**src/design/sphere_point_query_unit_assert.svh**
```systemverilog
// assertion helpers included by the top-level design file
`ifndef SPHERE_POINT_QUERY_UNIT_ASSERT_SVH
`define SPHERE_POINT_QUERY_UNIT_ASSERT_SVH

// same-cycle implication, checked out of reset
`define SPQ_ASSERT_IMP(lbl, ante, cons, msg) \
  lbl: assert property (@(posedge clk_i) disable iff (!rst_ni) (ante) |-> (cons)) \
    else $error(msg);

// next-cycle implication, checked out of reset
`define SPQ_ASSERT_NXT(lbl, ante, cons, msg) \
  lbl: assert property (@(posedge clk_i) disable iff (!rst_ni) (ante) |=> (cons)) \
    else $error(msg);

`endif

```
**src/design/spq_pkg.sv**
```systemverilog
package spq_pkg;

  localparam int unsigned CFG_IDX_W = 2;

  typedef enum logic [CFG_IDX_W-1:0] {
    CFG_CENTER_X,
    CFG_CENTER_Y,
    CFG_CENTER_Z,
    CFG_RADIUS
  } spq_cfg_e;

  typedef struct packed {
    logic en;
    logic vld;
  } spq_ctl_t;

endpackage

```
**src/design/spq_sqrt.sv**
```systemverilog
module spq_sqrt
  import spq_pkg::*;
#(
  parameter int QW     = 33,
  parameter int SIDE_W = 1
) (
  input  logic              clk_i,
  input  logic              rst_ni,
  input  spq_ctl_t          ctl_i,
  input  logic [2*QW-1:0]   sum_i,
  input  logic [SIDE_W-1:0] side_i,
  output logic              vld_o,
  output logic [QW-1:0]     root_o,
  output logic [SIDE_W-1:0] side_o
);

  logic                vld_q  [QW];
  logic [2*QW-1:0]     rad_q  [QW];
  logic [QW:0]         rem_q  [QW];
  logic [QW-1:0]       root_q [QW];
  logic [SIDE_W-1:0]   side_q [QW];

  for (genvar i = 0; i < QW; i++) begin : g_stage
    logic              vld_in;
    logic [2*QW-1:0]   rad_in;
    logic [QW:0]       rem_in;
    logic [QW-1:0]     root_in;
    logic [SIDE_W-1:0] side_in;
    logic [QW+2:0]     t;
    logic [QW+2:0]     trial;
    logic              ge;

    if (i == 0) begin : g_first
      assign vld_in  = ctl_i.vld;
      assign rad_in  = sum_i;
      assign rem_in  = '0;
      assign root_in = '0;
      assign side_in = side_i;
    end else begin : g_next
      assign vld_in  = vld_q[i-1];
      assign rad_in  = rad_q[i-1];
      assign rem_in  = rem_q[i-1];
      assign root_in = root_q[i-1];
      assign side_in = side_q[i-1];
    end

    assign t     = {rem_in, rad_in[2*QW-1 -: 2]};
    assign trial = {1'b0, root_in, 2'b01};
    assign ge    = (t >= trial);

    always_ff @(posedge clk_i or negedge rst_ni) begin
      if (!rst_ni) begin
        vld_q[i] <= 1'b0;
      end else if (ctl_i.en) begin
        vld_q[i] <= vld_in;
      end
    end

    always_ff @(posedge clk_i) begin
      if (ctl_i.en) begin
        rad_q[i]  <= {rad_in[2*QW-3:0], 2'b00};
        rem_q[i]  <= ge ? (QW+1)'(t - trial) : t[QW:0];
        root_q[i] <= {root_in[QW-2:0], ge};
        side_q[i] <= side_in;
      end
    end
  end

  assign vld_o  = vld_q[QW-1];
  assign root_o = root_q[QW-1];
  assign side_o = side_q[QW-1];

endmodule

```
**config.mk**
```make
export PLATFORM = sky130hd
export DESIGN_NAME = spq_sqrt
export DESIGN_NICKNAME = d
export VERILOG_FILES = /design/src/design/sphere_point_query_unit_assert.svh /design/src/design/spq_pkg.sv /design/src/design/spq_sqrt.sv
export SDC_FILE = /design/constraint.sdc
export NUM_CORES = 2
export LEC_CHECK = 0
export BUFFER_PORTS_ARGS = -buffer_cell sky130_fd_sc_hd__buf_2
export CORE_ASPECT_RATIO = 1.1
export CORE_UTILIZATION = 45
export CTS_CLUSTER_SIZE = 24
export DETAILED_ROUTE_END_ITERATION = 12
export GPL_ROUTABILITY_DRIVEN = 0
export PLACE_DENSITY = 0.61
export SKIP_CTS_REPAIR_TIMING = 1
export SLEW_MARGIN = 20
export SYNTH_ARGS = -nofsm -noshare
export SYNTH_HDL_FRONTEND = slang
export SYNTH_MEMORY_MAX_BITS = 65536
export SYNTH_SLANG_ARGS = --single-unit
```
**constraint.sdc**
```tcl
create_clock -name clk_i -period 3.6 [get_ports clk_i]
set_input_delay 0.18 -clock clk_i [delete_from_list [all_inputs] [get_ports clk_i]]
set_output_delay 0.18 -clock clk_i [all_outputs]
set_load 0.005 [all_outputs]
```
==> results by group <==
Synthesis
  • Mapped Avg Cell Area: 13.0 sq um
  • Ys async rst share: approximately 1.2%
  • Synth warnings: 0
  • Syn_nets: 10300
  • Top post-synthesis cells by area: edfxtp_1 (64%), ha_1 (5.9%), xor2_1 (3.1%), xnor2_1 (3.1%), a21oi_1 (2.4%)
  • Netlist cell types: 86
  • Post-synthesis register bit count: between 2000 and 3000
  • Post-synth EDFFs: 2687
  • Most common flop cell mapped by yosys: edfxtp_1
  • Dominant cell type by area after synthesis: edfxtp_1
  • Mapped Area: 125000 sq um
  • Top cell type's share of synthesized area: 64.3%
  • Register area share after synthesis: approximately two thirds
  • Synth Instances: 9649

Routing
  • Vias per cell: 5.37
  • Routed len/inst: roughly 18 microns
  • DR DRC count: 3
  • Vias: 76100
  • Final wirelength: 256 mm
  • Final ANT Viol Nets: 0
  • Pre-Repair DR Iteration Count: 10
  • 1st-iter DRT viols: 5469

Status
  • Status: finished with violations
  • Failing checks: DRC

Critical path
  • Critical path launch point type: flop
  • Cell chain of the critical path: ha_1, nand4_1, or2_4, or4_1, nor4_4, buf_4, or4_1, nor2_1, buf_6, o21ai_0
  • Maximum fanout along the worst path: 21
  • CP delay by family, top: simple AND/OR/NAND/NOR gates
  • Stages on the worst setup path: 10
  • Max incr delay on CP: 0.58 ns
  • Type of the worst setup path: reg -> reg
  • Worst R2R End: rem_q[0][865]$_DFFE_PP_
  • Crit end category: flop
  • Critical path's slowest cell: or4_1
  • Critical Path AT: ~4 ns
  • CP required: 4.16 ns
  • Worst R2R Start: rem_q[0][835]$_DFFE_PP_
  • Buf+Inv Stages, Crit Path: 2
  • Crit path top cell by count: or4_1
  • Reg2reg setup slack: 0.1 ns
  • Worst r2r path cells: 10

Power and ir drop
  • Max rail drop VDD: 0.467 mV
  • Pwr Density: 642 nW/um^2
  • Leak: 55.5 nW
  • Total power: 0.0924 W

CTS
  • CTS H-Tree Depth: 5
  • CTS Sinks: 2720
  • Reg clk slew, reported paths: about 0.06 ns
  • Root buffer selected by CTS: clkbuf_16
  • TritonCTS Buffers: between 200 and 300
  • CTS tree: built
  • CTS max path bufs: 4
  • Clock Latency Late Sink: 0.85 ns

Timing
  • Final Critical Period: 3.50 ns
  • Skew final: between 0.05 and 0.06 ns
  • Slew HR: 36.5%
  • FMAX: 286 MHz
  • Final number of hold-violating endpoints: 0
  • Setup TNS Final: 0 ns
  • Worst hold slack: 0.0226 ns
  • Slew at the pin with the worst max-slew slack: 0.952 ns
  • Slew Limit Fails: 0
  • Final period utilization: between 90% and 100%
  • Final setup violation count: 0

Final layout
  • Non-Filler Instances: between 10000 and 15000
  • Layout cells sized above 1: 10.6%
  • Nets: between 10000 and 15000
  • Area Overhead vs Synth: 14.7%

Place
  • Final HPWL DP: 186 mm
  • I/O Buffers: 105
  • Inst Count DP: 13500

Worst hold path
  • WHS Endpoint: rad_q[0][60]$_DFFE_PP_
  • HP Class: in -> reg
  • Worst hold path cell count: 2
  • Hold path startpoint: sum_i[60]

Floorplanning
  • Initial core utilization: 45.4%
  • Die area: ~280000 sq um
  • Die Wd: ~510 microns
  • Std-Cell Rows: 202
  • Chip Height: 556 microns
  • Ports: 106
  • Core area: 276000 sq um

GRT
  • Initial antenna violation count: 2
  • Total GRT Usage: 18.0%
  • Grt ovf: 0
  • First-pass GRT wire length: 405 mm
  • Number of global-route vias before repair: between 70000 and 80000
  • Largest net degree at the start of global routing: 100

Run
  • Max-Cap Viols: 0
[cells in the final DEF, fill, tap and decap left out, types with 78 or more instances in the layout]
master	n
a21o_1	299
a21oi_1	603
buf_2	104
buf_4	258
clkbuf_16	307
dlygate4sd3_1	78
edfxtp_1	2687
ha_1	588
inv_1	748
mux2_2	100
nand2_1	697
nand2b_1	112
nand3_1	144
nand4_1	97
nor2_1	551
nor3_1	243
nor4_1	104
o21a_1	98
o21ai_0	521
or3_1	94
xnor2_1	437
xor2_1	441
[power breakdown]
group / internal (W) / total (W) / leakage [nW] / switching (W)
clock network: 0.0179 / 0.0302 / 4.71 / 0.0123
logic: 0.00840 / 0.0194 / 24.5 / 0.0110
registers: 0.0402 / 0.0429 / 26.3 / 0.00272
total: 0.0665 / 0.0924 / 55.5 / 0.0260
[cells by family after synthesis]
kind of cell	share of synthesized area, %
AOI/OAI and AO/OA	9.63
xor gates and xnor gates	6.13
adders and majority gates	5.94
buffers and inverters	2.82
DFF	65.0
muxes	1.02
other	0.00299
and+or+nand+nor	9.47
[cell usage after synthesis, types with 42 or more instances]
master / n
inv_1: 748
nor3_1: 250
o21ai_0: 536
xor2_1: 441
mux2_2: 100
nor2b_1: 76
nor2_1: 555
a31oi_1: 54
nand2b_1: 112
or3_1: 97
or2_2: 52
a21o_1: 299
o31ai_1: 42
nand3_1: 146
a21oi_1: 611
a211oi_1: 42
ha_1: 596
nor4_1: 113
and3_1: 52
clkbuf_1: 168
nand2_1: 698
xnor2_1: 437
or4_1: 64
nand4_1: 97
edfxtp_1: 2687
o21bai_1: 55
o21a_1: 98
[metal layers]
layer	global-route usage [%]	up-vias	routed length, microns
li1	-	36900	-
met1	21.0	36800	103000
met2	33.0	1785	133000
met3	2.49	601	10500
met4	7.07	0	10200
met5	0	-	0
[flip-flops by register name, indices dropped and copies added, names as in the netlist]
name and count:
rad_q 1056, rem_q 1037, root_q 561, side_q 33, g_stage.vld_in 32, vld_o 1
[layout make-up]
cell class / count / area [sq um]
inverters: 752 / 2820
repair buffers: 496 / 4330
multi-input cells: 5990 / 40900
clock buffers: 357 / 7900
flip-flops and latches: 2720 / 81500
well taps: 3672 / 4590
fillers: 23000 / 132000
diodes: 1 / 2.50
clock inverters: 180 / 1810
[through the flow]
stage | worst slack (ns) | cell area (sq um) | util (%)
6_report | 0.0988 | 144000 | 52.1
5_1_grt | -0.0224 | 144000 | 52.1
4_1_cts | -0.120 | 143000 | 51.6
3_5_place_dp | -0.0704 | 133000 | 48.1
3_3_place_gp | -0.0613 | 133000 | 48.1
2_1_floorplan | -0.0114 | 125000 | -
[worst max path at each step]
stage,start,to,slack (ns)
after detailed placement,root_q[1][286]$_DFFE_PP_,rem_q[0][880]$_DFFE_PP_,-0.07
after CTS,root_q[1][286]$_DFFE_PP_,rem_q[0][880]$_DFFE_PP_,-0.12
after global routing,root_q[1][286]$_DFFE_PP_,rem_q[0][880]$_DFFE_PP_,-0.02
final,rem_q[0][835]$_DFFE_PP_,rem_q[0][865]$_DFFE_PP_,0.1
after global placement,root_q[1][286]$_DFFE_PP_,rem_q[0][853]$_DFFE_PP_,-0.06
after floorplan,rem_q[0][204]$_DFFE_PP_,rem_q[0][271]$_DFFE_PP_,-0.01
(Power assumes the default switching activity.)
